File: config.mk
export PLATFORM = sky130hd
export DESIGN_NAME = camera_light_pulse_train_sequencer_core
export DESIGN_NICKNAME = d
export VERILOG_FILES = /design/src/clpts_pkg.sv /design/src/camera_light_pulse_train_sequencer_core.sv /design/src/clpts_cfg.sv /design/src/clpts_core.sv
export SDC_FILE = /design/constraint.sdc
export NUM_CORES = 1
export LEC_CHECK = 0
export ABC_AREA = 1
export BUFFER_PORTS_ARGS = -buffer_cell sky130_fd_sc_hd__buf_2
export CORE_ASPECT_RATIO = 0.5
export CORE_MARGIN = 3
export CORE_UTILIZATION = 50
export DETAILED_ROUTE_END_ITERATION = 16
export HOLD_SLACK_MARGIN = 0.03
export PLACE_DENSITY = 0.68
export SLEW_MARGIN = 20
export SYNTH_ARGS = -nofsm -noshare
export SYNTH_HDL_FRONTEND = slang
export SYNTH_SLANG_ARGS = --single-unit
export TNS_END_PERCENT = 5
File: constraint.sdc
create_clock -name clk -period 9.8 [get_ports clk]
set_input_delay 1.96 -clock clk [delete_from_list [all_inputs] [get_ports clk]]
set_output_delay 1.96 -clock clk [all_outputs]
set_load 0.01 [all_outputs]
File: src/clpts_pkg.sv
// Shared types and constants for the camera and light pulse-train sequencer.
// No dependencies; imported by every module of the block.
`default_nettype none

package clpts_pkg;

  localparam int MAX_PULSES_DEF = 4;
  localparam int CFG_INDEX_W    = 3;
  localparam int CFG_DATA_W     = 16;

  localparam logic [14:0] PERIOD_MIN   = 15'd4;
  localparam logic [14:0] PERIOD_RESET = 15'd1000;
  localparam logic [14:0] WIDTH_RESET  = 15'd1000;
  localparam logic [15:0] OVT_MAX      = 16'hFFFF;

  localparam logic [3:0] ROUTE_CAMERA     = 4'd0;
  localparam logic [3:0] ROUTE_LIGHT_LAST = 4'd4;
  localparam logic [3:0] ROUTE_BOTH_FIRST = 4'd5;
  localparam logic [3:0] ROUTE_BOTH_LAST  = 4'd8;

  typedef enum logic [2:0] {
    SRC_NONE,
    SRC_FREE,
    SRC_TIMED,
    SRC_HW_TTL,
    SRC_HW_DIFF,
    SRC_ENCODER
  } src_t;

  typedef enum logic [CFG_INDEX_W-1:0] {
    REG_SOURCE,
    REG_PERIOD,
    REG_LENGTH,
    REG_ROUTE,
    REG_WIDTH0,
    REG_WIDTH1,
    REG_WIDTH2,
    REG_WIDTH3
  } reg_idx_t;

  typedef struct packed {
    src_t             source;
    logic [14:0]      period;
    logic [2:0]       length;
    logic [15:0]      route;
    logic [3:0][14:0] width;
  } cfg_t;

  typedef struct packed {
    logic cam_rise;
    logic ext;
    logic clr;
  } item_t;

  typedef struct packed {
    logic        camera_pulse;
    logic        light_pulse;
    logic [1:0]  light_select;
    logic [2:0]  pulse_number;
    logic        train_busy;
    logic        trigger_accepted;
    logic        trigger_rejected;
    logic [15:0] overtrigger_total;
  } result_t;

endpackage

`default_nettype wire

File: src/camera_light_pulse_train_sequencer_core.sv
// Top level of the camera and light pulse-train sequencer: input and result registers,
// handshakes, configuration port. Depends on clpts_pkg, clpts_cfg and clpts_core.
//
// Each transaction on the item channel is one 1 us tick with its event flags and gives
// exactly one result transaction. The block takes one item per clock cycle; a result is
// offered from the result register after its item has passed through the item register
// and the combinational step. The result register lets the next item be taken while a
// result waits, so throughput stays at one item per cycle until result_stall holds the
// result register full and the item register is occupied. Configuration writes take
// effect at once; a write to the trigger source stops the timer and ends the train.
`default_nettype none

module camera_light_pulse_train_sequencer_core #(
  parameter int MAX_PULSES = clpts_pkg::MAX_PULSES_DEF
) (
  input  logic                              clk,
  input  logic                              rst,
  input  logic                              cfg_write,
  input  logic [clpts_pkg::CFG_INDEX_W-1:0] cfg_index,
  input  logic [clpts_pkg::CFG_DATA_W-1:0]  cfg_data,
  input  logic                              item_valid,
  output logic                              item_stall,
  input  logic                              camera_ready_rise,
  input  logic                              ext_trigger,
  input  logic                              clear_overtrigger,
  output logic                              result_valid,
  input  logic                              result_stall,
  output logic                              camera_pulse,
  output logic                              light_pulse,
  output logic [1:0]                        light_select,
  output logic [2:0]                        pulse_number,
  output logic                              train_busy,
  output logic                              trigger_accepted,
  output logic                              trigger_rejected,
  output logic [15:0]                       overtrigger_total
);
  import clpts_pkg::*;

  cfg_t    cfg;
  item_t   item_q;
  result_t step_res, res_q;
  logic    item_full, res_full;
  logic    advance, item_take, restart;

  assign restart   = cfg_write && (reg_idx_t'(cfg_index) == REG_SOURCE);
  assign advance   = item_full && (!res_full || !result_stall);
  assign item_stall = item_full && !advance;
  assign item_take = item_valid && !item_stall;

  clpts_cfg u_cfg (
    .clk       (clk),
    .rst       (rst),
    .cfg_write (cfg_write),
    .cfg_index (cfg_index),
    .cfg_data  (cfg_data),
    .cfg       (cfg)
  );

  clpts_core #(
    .MAX_PULSES (MAX_PULSES)
  ) u_core (
    .clk     (clk),
    .rst     (rst),
    .cfg     (cfg),
    .restart (restart),
    .step    (advance),
    .item    (item_q),
    .result  (step_res)
  );

  always_ff @(posedge clk) begin
    if (rst) begin
      item_full <= 1'b0;
      res_full  <= 1'b0;
    end else begin
      if (item_take) begin
        item_full <= 1'b1;
      end else if (advance) begin
        item_full <= 1'b0;
      end
      if (advance) begin
        res_full <= 1'b1;
      end else if (!result_stall) begin
        res_full <= 1'b0;
      end
    end
  end

  always_ff @(posedge clk) begin
    if (item_take) begin
      item_q.cam_rise <= camera_ready_rise;
      item_q.ext      <= ext_trigger;
      item_q.clr      <= clear_overtrigger;
    end
    if (advance) begin
      res_q <= step_res;
    end
  end

  assign result_valid      = res_full;
  assign camera_pulse      = res_q.camera_pulse;
  assign light_pulse       = res_q.light_pulse;
  assign light_select      = res_q.light_select;
  assign pulse_number      = res_q.pulse_number;
  assign train_busy        = res_q.train_busy;
  assign trigger_accepted  = res_q.trigger_accepted;
  assign trigger_rejected  = res_q.trigger_rejected;
  assign overtrigger_total = res_q.overtrigger_total;

endmodule

`default_nettype wire

File: src/clpts_cfg.sv
// Configuration register file: source, timed period, train length, routes, widths.
// Depends on clpts_pkg.
`default_nettype none

module clpts_cfg (
  input  logic                              clk,
  input  logic                              rst,
  input  logic                              cfg_write,
  input  logic [clpts_pkg::CFG_INDEX_W-1:0] cfg_index,
  input  logic [clpts_pkg::CFG_DATA_W-1:0]  cfg_data,
  output clpts_pkg::cfg_t                   cfg
);
  import clpts_pkg::*;

  always_ff @(posedge clk) begin
    if (rst) begin
      cfg.source <= SRC_NONE;
      cfg.period <= PERIOD_RESET;
      cfg.length <= 3'd1;
      cfg.route  <= '0;
      cfg.width  <= {4{WIDTH_RESET}};
    end else if (cfg_write) begin
      case (reg_idx_t'(cfg_index))
        REG_SOURCE: begin
          cfg.source <= (cfg_data[2:0] <= 3'(SRC_ENCODER)) ? src_t'(cfg_data[2:0]) : SRC_NONE;
        end
        REG_PERIOD: begin
          if (cfg_data[14:0] >= PERIOD_MIN) begin
            cfg.period <= cfg_data[14:0];
          end
        end
        REG_LENGTH: cfg.length   <= cfg_data[2:0];
        REG_ROUTE:  cfg.route    <= cfg_data;
        REG_WIDTH0: cfg.width[0] <= cfg_data[14:0];
        REG_WIDTH1: cfg.width[1] <= cfg_data[14:0];
        REG_WIDTH2: cfg.width[2] <= cfg_data[14:0];
        REG_WIDTH3: cfg.width[3] <= cfg_data[14:0];
        default: ;
      endcase
    end
  end

endmodule

`default_nettype wire

File: src/clpts_core.sv
// Sequencer state and the per-tick step: triggers, pulse starts, timer and outputs.
// Depends on clpts_pkg; configuration comes from clpts_cfg.
`default_nettype none

module clpts_core #(
  parameter int MAX_PULSES = clpts_pkg::MAX_PULSES_DEF
) (
  input  logic               clk,
  input  logic               rst,
  input  clpts_pkg::cfg_t    cfg,
  input  logic               restart,
  input  logic               step,
  input  clpts_pkg::item_t   item,
  output clpts_pkg::result_t result
);
  import clpts_pkg::*;

  localparam int NP_W  = $clog2(MAX_PULSES + 1);
  localparam int LEN_W = (NP_W > 3) ? NP_W : 3;

  logic            timer_running, timer_running_next;
  logic [14:0]     width_left, width_left_next;
  logic [NP_W-1:0] next_pulse, next_pulse_next;
  logic            train_done, train_done_next;
  logic [3:0]      active_route, active_route_next;
  logic [15:0]     dropped_count, dropped_count_next;
  logic [14:0]     timed_ticks, timed_ticks_next;

  logic [LEN_W-1:0] len_ext, eff_len;
  logic             free_mode, timed_mode, ext_mode;
  logic             start_cam, timed_hit, fire_req, fire_ok, begin_pulse;
  logic [15:0]      tick_inc, dropped_clr;
  logic [NP_W-1:0]  np_base, np_inc;
  logic [1:0]       idx;
  logic [3:0]       code;
  logic             tr_mid, high;
  logic [14:0]      wl_mid;

  always_comb begin
    len_ext = LEN_W'(cfg.length);
    if (len_ext == '0) begin
      eff_len = LEN_W'(1);
    end else if (len_ext > LEN_W'(MAX_PULSES)) begin
      eff_len = LEN_W'(MAX_PULSES);
    end else begin
      eff_len = len_ext;
    end

    free_mode  = (cfg.source == SRC_FREE);
    timed_mode = (cfg.source == SRC_TIMED);
    ext_mode   = (cfg.source == SRC_HW_TTL) || (cfg.source == SRC_HW_DIFF) ||
                 (cfg.source == SRC_ENCODER);

    // camera-ready either continues an open train or, in free run, starts one
    start_cam = item.cam_rise && (!train_done || free_mode);
    tick_inc  = {1'b0, timed_ticks} + 16'd1;
    timed_hit = timed_mode && (tick_inc >= {1'b0, cfg.period});
    fire_req  = timed_hit || (item.ext && ext_mode);
    fire_ok   = fire_req && !start_cam && train_done && !(timer_running && !item.cam_rise);
    begin_pulse = start_cam || fire_ok;

    np_base = (start_cam && !train_done) ? next_pulse : '0;
    np_inc  = np_base + NP_W'(1);
    idx     = 2'(np_base);
    code    = cfg.route[{idx, 2'b00} +: 4];

    dropped_clr = item.clr ? '0 : dropped_count;
    dropped_count_next = (fire_req && !fire_ok && dropped_clr != OVT_MAX) ?
                         dropped_clr + 16'd1 : dropped_clr;

    tr_mid = begin_pulse ? 1'b1 : (item.cam_rise ? 1'b0 : timer_running);
    wl_mid = begin_pulse ? cfg.width[idx] : width_left;
    active_route_next = (begin_pulse && code <= ROUTE_BOTH_LAST) ? code : active_route;
    next_pulse_next   = begin_pulse ? np_inc : next_pulse;
    train_done_next   = begin_pulse ? (LEN_W'(np_inc) >= eff_len) : train_done;

    high = tr_mid && (wl_mid != '0);
    timer_running_next = tr_mid;
    width_left_next    = high ? wl_mid - 15'd1 : wl_mid;

    if (!timed_mode || timed_hit) begin
      timed_ticks_next = '0;
    end else begin
      timed_ticks_next = tick_inc[14:0];
    end

    result.camera_pulse = high && ((active_route_next == ROUTE_CAMERA) ||
                                   (active_route_next > ROUTE_LIGHT_LAST));
    result.light_pulse  = high && (active_route_next != ROUTE_CAMERA);
    if (active_route_next == ROUTE_CAMERA) begin
      result.light_select = 2'd0;
    end else if (active_route_next <= ROUTE_LIGHT_LAST) begin
      result.light_select = 2'(active_route_next - 4'd1);
    end else begin
      result.light_select = 2'(active_route_next - ROUTE_BOTH_FIRST);
    end
    result.pulse_number      = 3'(next_pulse_next);
    result.train_busy        = !train_done_next || timer_running_next;
    result.trigger_accepted  = (start_cam && train_done) || fire_ok;
    result.trigger_rejected  = fire_req && !fire_ok;
    result.overtrigger_total = dropped_count_next;
  end

  always_ff @(posedge clk) begin
    if (rst) begin
      timer_running <= 1'b0;
      width_left    <= '0;
      next_pulse    <= '0;
      train_done    <= 1'b1;
      active_route  <= '0;
      dropped_count <= '0;
      timed_ticks   <= '0;
    end else if (restart) begin
      timer_running <= 1'b0;
      width_left    <= '0;
      train_done    <= 1'b1;
      timed_ticks   <= '0;
    end else if (step) begin
      timer_running <= timer_running_next;
      width_left    <= width_left_next;
      next_pulse    <= next_pulse_next;
      train_done    <= train_done_next;
      active_route  <= active_route_next;
      dropped_count <= dropped_count_next;
      timed_ticks   <= timed_ticks_next;
    end
  end

endmodule

`default_nettype wire
# Yosys cells after proc, flatten, opt, wreduce, memory -nomap -nowiden
# Index checks and enable logic that the tools add are counted.
# W data, S select, Z words.
# totals
register_bits,183
inputBits,27
output_inout_bits,28
wordCells,136
# classes
add_sub_neg,6
order_cmp,9
eq_ne,14
shift,1
mux,21
n_bitwise,1
n_reduce_logical,56
# op_table
cell,n
$mux W15,4
$mux W16,2
$bmux W15 S2,1
$logic_and A1 B1 Y1,19
$eq A3 B3 Y1 const B,6
$add A15 B1 Y16 const B,1
$add A16 B1 Y16 const B,1
$ge A16 B15 Y1,1
$ne A16 B16 Y1 const B,1
$reduce_and A2 Y1,8
$shiftx A16 B5 Y4,1
$ge A15 B3 Y1 const B,1
$mux W3,5
$reduce_bool A15 Y1,1
$sub A15 B1 Y15 const B,1
$eq A3 B2 Y1 const B,4
$logic_not A1 Y1,11
$logic_or A1 B1 Y1,10
$mux W1,7
$eq A3 B1 Y1 const B,2
$logic_not A3 Y1,2
$gt A4 B3 Y1 const B,1
$le A4 B3 Y1 const B,1
$le A4 B4 Y1 const B,1
other kinds (15),16

# Longest topological paths before layout
# Gate-level depths: netlist of run 1.
# depth
ltp_word,14
mapped_depth,35
depth_no_buf,33

# Hierarchy
# A second synthesis of run 1 with hierarchy kept.
# unflattened
cells_unflattened,1284
hier_area_um2,9293.9
# modules_own_cells
mod,instances,cells_each,area_per_inst_um2,seq_area_each_um2
clpts_core,1,827,4901.0,1101.1
clpts_cfg,1,413,3418.3,1941.9
camera_light_pulse_train_sequencer_core,1,44,974.7,910.9

# Worst setup path after synthesis of run 1
# No wires, ideal clock.
# synth_timing
path_type,input -> output
from,in result_stall
to,out item_stall
arrival_ns,2.222
t_required_ns,7.840
path_slack_ns,5.618
stages,2
n_path_buf,0
path_cell_list,nand2_1 nor2_1
# synth_via
elab_chain_len,5
# synth_lines
item,line,rtl
"start, declared",camera_light_pulse_train_sequencer_core.sv:27,"input logic result_stall,"
$logic_not A1 Y1,-,
$logic_or A1 B1 Y1,camera_light_pulse_train_sequencer_core.sv:46,assign advance = item_full && (!res_full || !result_stall);
$logic_and A1 B1 Y1,camera_light_pulse_train_sequencer_core.sv:46,
$logic_not A1 Y1,camera_light_pulse_train_sequencer_core.sv:47,assign item_stall = item_full && !advance;
$logic_and A1 B1 Y1,camera_light_pulse_train_sequencer_core.sv:47,
"end, declared",camera_light_pulse_train_sequencer_core.sv:22,"output logic item_stall,"
# No other way between the ends.

# Worst setup path in the final report of run 1
# layout_timing
from,in result_stall
to,reg u_core.dropped_count[10]
# layout_via
elab_chain_len,4
# layout_lines
item,line,rtl
$logic_not A1 Y1,-,
$logic_or A1 B1 Y1,camera_light_pulse_train_sequencer_core.sv:46,
$logic_and A1 B1 Y1,camera_light_pulse_train_sequencer_core.sv:46,
$reduce_and A2 Y1 (no source line),-,
"end signal, assigned",clpts_core.sv:124,dropped_count <= dropped_count_next;
"end, declared",clpts_core.sv:26,"logic [15:0] dropped_count, dropped_count_next;"
# No other way between the ends.
# A chain may end at the register's enable or synchronous reset.

==> metrics.txt, run 1 <==
area grow syn2layout=9.77%; antenna violations before repair=0; post-CTS sizing=0; Hold Crit Start=u_cfg.cfg[9]; CTS Buffer Depth=2; share of cells above drive strength 1=approximately an eighth; IO Port Bufs=54; remaining antenna violation count=0; RSZ-0062 raised after global routing=false; Mapped Avg Cell Area=approximately 7.2 sq um; met1 usage=about a third; Max VDD drop=0.129 mV; Clock Skews=0.0136 ns; hpwl dp=15800 microns; Layout fillers=1669; P_int=~1.2 mW; met3 Use GR=around 3.8%; worst-skew pair later-pin latency=between 0.4 and 0.5 ns; cell taking the most area after synthesis=dfxtp_1; drt initial violations=601; TritonCTS clock tree=yes; vias per std cell=around 5.3; final period utilization=48.1%; GR Overflow Total=0; max_cap viols=0; global-route wire length before repair=37700 microns; f_max=about 0.21 GHz; TritonRoute pass-1 iters=5; R2R Path Start=u_core.timed_ticks[0]; via count=around 8200; Top Usage Layer GRT=met2; clock tree sinks=~180; drt total wl=~23000 microns; Synth warnings=0; die area=approximately 20000 sq um; dpl cells=between 1500 and 2000; fin nets=about 1400; sequential cell area=approximately 4000 sq um; area taken by multi-input logic gates=4500 sq um; Slew @ Worst Pin=between 1 and 1.5 ns; drt wl/cell=around 15 microns; Synth cell types=40; Sw Share=around 28%; Flop pwr share=between 40% and 50%; Initial Utilization=between 50% and 60%; slew margin rel.=between 30% and 40%; Clock transition at path regs=about 0.07 ns; routability cong.=~0.86; minimum clock period=4.71 ns; CTS Hold Bufs=0; gate count after technology mapping=roughly 1300; Clk network pwr share=between 30% and 40%; crit path kind=in2reg; share of the synthesized area in the top cell type=about 33%; CTS H-Tree Depth=4; Worst EP required=between 10 and 15 ns; Worst Path Arrival=5.09 ns; combinational share of power=13.1%; total global-route track usage=23.3%; CP startpoint kind=input port; core box area=around 18000 sq um; Worst Hold Class=reg2reg; Antenna Cells=0; most frequent cells in the layout=245 x nand2_1, 200 x nor2_1, 154 x dfxtp_1, 147 x inv_1, 122 x o21ai_0; DIE WIDTH=199 microns; Setup crit start=result_stall; Std-Cell Rows=34; chip height=around 100 microns; Seq/Total Area, Yosys=~43%; Power Density=approximately 160 nW/um^2; switching pwr=0.476 mW; DP Area=9660 sq um; crit path capture type=flop; post-synthesis net count=about 1300; outcome=finished, final reports clean; crit path max fanout=between 50 and 60; post-CTS setup buffer count=0; CTS Buf Count=17; Tot Pwr=approximately 1.7 mW; Seq cells post-synth=183; Final Hold Viols=0; P_leak=4.72 nW; vias in the first global route=roughly 7500; reg2reg setup slack=roughly 5.2 ns; setup_tns=0 ns; DRC violations left=0; setup violators final=0; GR Util met2=36.9%; Area contributors post-synth=dfxtp_1 33%, nand2_1 9.9%, edfxtp_1 9.4%; commonest non-fill, non-tap cell in the layout=nand2_1; CTS Root Cell=clkbuf_16; post-route cell area=slightly above 10000 sq um; largest net degree at the start of global routing=100; I/O pins=55; Slew Viols, Final=0; Non-Filler Instances=approximately 1600; synthesized area=~9300 sq um
power groups by stage:
stage | clock network, mW | logic, mW | registers [mW]
finish | 0.644 | 0.219 | 0.814
global route | 0.687 | 0.250 | 0.817
CTS | 0.658 | 0.218 | 0.813
detailed placement | 0 | 0.217 | 0.830
global placement | 0 | 0.212 | 0.829
floorplan | 0 | 0.162 | 0.827
per-layer routing:
layer | wire length (microns) | part of all wire [%] | vias to the layer above
met5 | 0 | 0 | -
met4 | 250 | 1.1 | 0
met3 | 1410 | 6.0 | 23
met2 | 10100 | 43 | 223
met1 | 11600 | 50 | 3750
li1 | - | - | 4217
final timing paths:
kind	to	cells past startpoint
hold reg to reg	u_cfg.cfg[9]	2
setup / recovery	u_core.dropped_count[10]	11
hold / removal	u_cfg.cfg[9]	2
setup reg to reg	u_core.width_left[14]	30
area by class of cell:
| cell class | instances | share of cell area (%) |
|---|---|---|
| inverter | 155 | 5.73 |
| clock inverter | 13 | 0.945 |
| multi-input combinational | 899 | 44.2 |
| sequential | 183 | 38.8 |
| tap | 234 | 2.87 |
| timing repair buffer | 61 | 3.17 |
| clock buffer | 19 | 4.34 |
worst max-delay path, stage by stage:
cell,delay (ns)
buf_2,0.10
nand2_1,0.09
inv_1,0.08
nor2_4,0.07
buf_4,0.49
inv_1,0.56
nor2_1,0.59
inv_1,0.61
a21oi_1,0.30
o21ai_0,0.11
inv_1,0.08
per-stage QoR:
stage | hold WS [ns] | setup WS [ns] | util, %
2_1_floorplan | 0.421 | 5.62 | -
3_3_place_gp | 0.431 | 4.90 | 54.3
3_5_place_dp | 0.440 | 4.67 | 54.3
4_1_cts | 0.456 | 5.12 | 57.3
5_1_grt | 0.477 | 4.71 | 57.3
6_report | 0.454 | 5.09 | 57.3
cells in the mapped netlist:
cell,count
nand2_1,245
nor2_1,201
dfxtp_1,154
inv_1,148
o21ai_0,122
a21oi_1,76
nand3_1,70
clkbuf_1,44
edfxtp_1,29
ha_1,23
xor2_1,23
o211ai_1,21
nand2_2,20
or2_2,16
nor2_2,11
o22ai_1,11
nor3_1,10
xnor2_1,8
nand4_1,7
buf_2,6
nor2_4,5
buf_6,4
inv_2,4
nor4_1,4
o21ai_1,4
a31oi_1,3
nand2_4,3
nand3_2,3
buf_4,2
clkinv_1,2
mux2i_1,2
nand3b_1,2
o21a_1,2
o41ai_1,2
a211oi_1,1
a21oi_2,1
inv_4,1
nor4_4,1
o2111ai_1,1
o21bai_1,1
flip-flops by register name, indices dropped and copies added, names as in the netlist:
| register | flops |
|---|---|
| result_valid | 1 |
| u_core.width_left | 15 |
| u_core.train_done | 1 |
| light_pulse | 1 |
| u_core.dropped_count | 16 |
| u_core.timed_ticks | 15 |
| u_core.next_pulse | 3 |
| u_core.timer_running | 1 |
| item_q | 3 |
| u_core.active_route | 4 |
| pulse_number | 3 |
| overtrigger_total | 16 |
| u_cfg.cfg | 97 |
| light_select | 2 |
| trigger_rejected | 1 |
| trigger_accepted | 1 |
| camera_pulse | 1 |
| train_busy | 1 |
| item_full | 1 |
kinds of logic after synthesis:
| logic type | synth area share, % |
|---|---|
| compound gates | 14.2 |
| xor+xnor | 2.92 |
| fa+ha+maj | 3.10 |
| buf+inv | 9.04 |
| flops | 42.6 |
| mux | 0.216 |
| simple gates | 27.9 |
Note: power is estimated with default switching activity, not from simulation.
==> run 2: changes to the inputs <==
Settings changed: PLACE_DENSITY 0.68 to 0.7.
Clock period 9.8 ns to 3.9 ns, I/O delays scaled along.
==> metrics.txt, run 2 (synthesis gave the netlist of run 1 again) <==
routability cong.=0.894 (was 0.863); Clock Skews=0.0158 ns (was 0.0136 ns); f_max=approximately 0.25 GHz; worst-skew pair later-pin latency=0.43 ns (about the same); core box area=17800 sq um (unchanged); WHS Path Cells=2 (unchanged); I/O pins=55 (unchanged); Final Hold Viols=0 (unchanged); antenna violations before repair=0 (unchanged); TritonRoute pass-1 iters=5 (unchanged); Clock transition at path regs=0.07 ns (about the same); die area=20300 sq um (unchanged); Hold Crit Start=u_cfg.cfg[3] (was u_cfg.cfg[9]); Power Density=422 nW/um^2 (was 165 nW/um^2); Worst Path Arrival=4.37 ns (was 5.09 ns); failing checks=setup timing; largest net degree at the start of global routing=59 (was 100); drt wl/cell=15.5 microns (was 14.9 microns); dpl cells=1566 (was 1532); DP Area=9920 sq um (was 9660 sq um); met1 WL=11500 microns (was 11600 microns); clock tree sinks=183 (unchanged); max layer used=met4 (unchanged); share of cells above drive strength 1=19.6% (was 12.0%); Non-Filler Instances=1620 (was 1564); Tot Pwr=4.69 mW (was 1.68 mW); hpwl dp=16100 microns (was 15800 microns); RSZ-0062 raised after global routing=true (was false); most frequent CP cell=nand2_2 (was inv_1); DIE WIDTH=199 microns (unchanged); total global-route track usage=23.7% (was 23.3%); Worst R2R End=u_core.width_left[0] (was u_core.width_left[14]); DRC violations left=0 (unchanged); Finished Core Util=62.6% (was 57.3%); Worst Hold Class=reg2reg (unchanged); critical path's largest stage delay=0.35 ns (was 0.61 ns); CTS Buffer Depth=2 (unchanged); fin nets=1423 (was 1367); reg2reg setup slack=-0.15 ns (was 5.20 ns); met2 WL=11500 microns (was 10100 microns); crit path kind=reg2reg (was in2reg); Slew Viols, Final=0 (unchanged); post-route cell area=11100 sq um (was 10200 sq um); drt initial violations=765 (was 601); R2R Path Start=u_core.timed_ticks[0] (unchanged); CTS Buf Count=17 (unchanged); remaining antenna violation count=0 (unchanged); Worst Reg-to-Reg Cells=29 (was 30); Max VDD drop=0.312 mV (was 0.129 mV); CTS H-Tree Depth=4 (unchanged); GR Overflow Total=0 (unchanged); Slew @ Worst Pin=0.779 ns (was 1.03 ns); vias per std cell=5.45 (was 5.25); TritonCTS clock tree=yes (unchanged); slew margin rel.=48.0% (was 31.4%); slowest cell on the critical path=dfxtp_2 (was inv_1); most frequent cells in the layout=222 x nand2_1, 188 x nor2_1, 151 x dfxtp_1, 145 x inv_1, 120 x o21ai_0 (was 245 x nand2_1, 200 x nor2_1, 154 x dfxtp_1, 147 x inv_1, 122 x o21ai_0); number of flip-flops in the largest register=97 (unchanged); final period utilization=104%; P_leak=5.17 nW (was 4.72 nW); CTS Root Cell=clkbuf_16 (unchanged); crit path capture type=flop (unchanged); Antenna Cells=0 (unchanged); CP startpoint kind=flop (was input port); setup_tns=-1.59 ns (was 0 ns); minimum clock period=just over 4 ns; Final WS setup=-0.146 ns (was 5.09 ns); outcome=complete, but fails checks (was finished, final reports clean); commonest non-fill, non-tap cell in the layout=nand2_1 (unchanged); area grow syn2layout=19.8% (was 9.77%); setup violators final=17 (was 0); max_cap viols=0 (unchanged); via count=8825 (was 8213); Std-Cell Rows=34 (unchanged); Initial Utilization=52.2% (unchanged); IO Port Bufs=54 (unchanged); global-route wire length before repair=38800 microns (was 37700 microns); chip height=102 microns (unchanged); CTS Hold Bufs=0 (unchanged); Worst EP required=4.22 ns (was 10.18 ns); met3 routed WL=1720 microns (was 1410 microns); Hold Path End=u_cfg.cfg[3] (was u_cfg.cfg[9]); crit path max fanout=8 (was 54); drt total wl=25100 microns (was 23300 microns); register with the most flip-flops=u_cfg.cfg (unchanged); vias in the first global route=7736 (was 7537)
-- run 2: layer usage --
| metal | vias up | GRT usage (%) |
|---|---|---|
| met2 | 300 | 38.0 |
| met5 | - | 0 |
| met4 | 0 | 5.83 |
| met1 | 4158 | 33.5 |
| met3 | 37 | 4.28 |
| li1 | 4330 | - |
-- run 2: area by class of cell --
class	count	area (sq um)
clock buffers	22	517
clock inverters	10	149
fillers	1518	6650
inverters	155	592
multi-input cells	901	4830
flip-flops and latches	183	3960
well taps	234	293
repair buffers	115	795
-- run 2: stage by stage --
step | hold WS, ns | worst slack (ns)
6_report | 0.449 | -0.146
5_1_grt | 0.475 | -0.323
4_1_cts | 0.451 | -0.0508
3_5_place_dp | 0.436 | -0.118
3_3_place_gp | 0.432 | 0.0838
2_1_floorplan | 0.421 | 0.0989
-- run 2: worst max-delay path: cells and delay by family (launching register included) --
kind | cells | cell delay [ns]
and+or+nand+nor | 18 | 2.00
buffers and inverters | 5 | 0.54
adders and majority gates | 2 | 0.44
DFF | 1 | 0.35
AOI/OAI and AO/OA | 3 | 0.34
xor gates and xnor gates | 1 | 0.24
-- run 2: where the power goes --
part | total [mW] | leakage [nW] | internal (mW) | switching (mW)
Sequential | 2.04 | 1.54 | 2.00 | 0.0370
Combinational | 0.734 | 3.30 | 0.268 | 0.466
Clock | 1.92 | 0.329 | 1.15 | 0.770
Total | 4.69 | 5.17 | 3.42 | 1.27
-- run 2: timing repair --
| action | 4_1_cts | 5_1_grt |
|---|---|---|
| pin swaps | 0 | 35 |
| buffers inserted | 0 | 18 |
| gates cloned | 0 | 4 |
| endpoints found under the setup margin | 19 | 29 |
| resized for setup | 10 | 86 |
-- run 2: how the worst max path moves through the flow --
stage	cells past startpoint	slack [ns]	to	startpoint
after floorplan	32	0.1	u_core.width_left[10]	u_core.timed_ticks[0]
after global placement	29	0.08	u_core.width_left[13]	u_core.timed_ticks[0]
after detailed placement	29	-0.12	u_core.width_left[6]	u_core.timed_ticks[0]
after CTS	29	-0.05	u_core.width_left[6]	u_core.timed_ticks[0]
after global routing	30	-0.32	u_core.width_left[5]	u_core.timed_ticks[0]
final	29	-0.15	u_core.width_left[0]	u_core.timed_ticks[0]
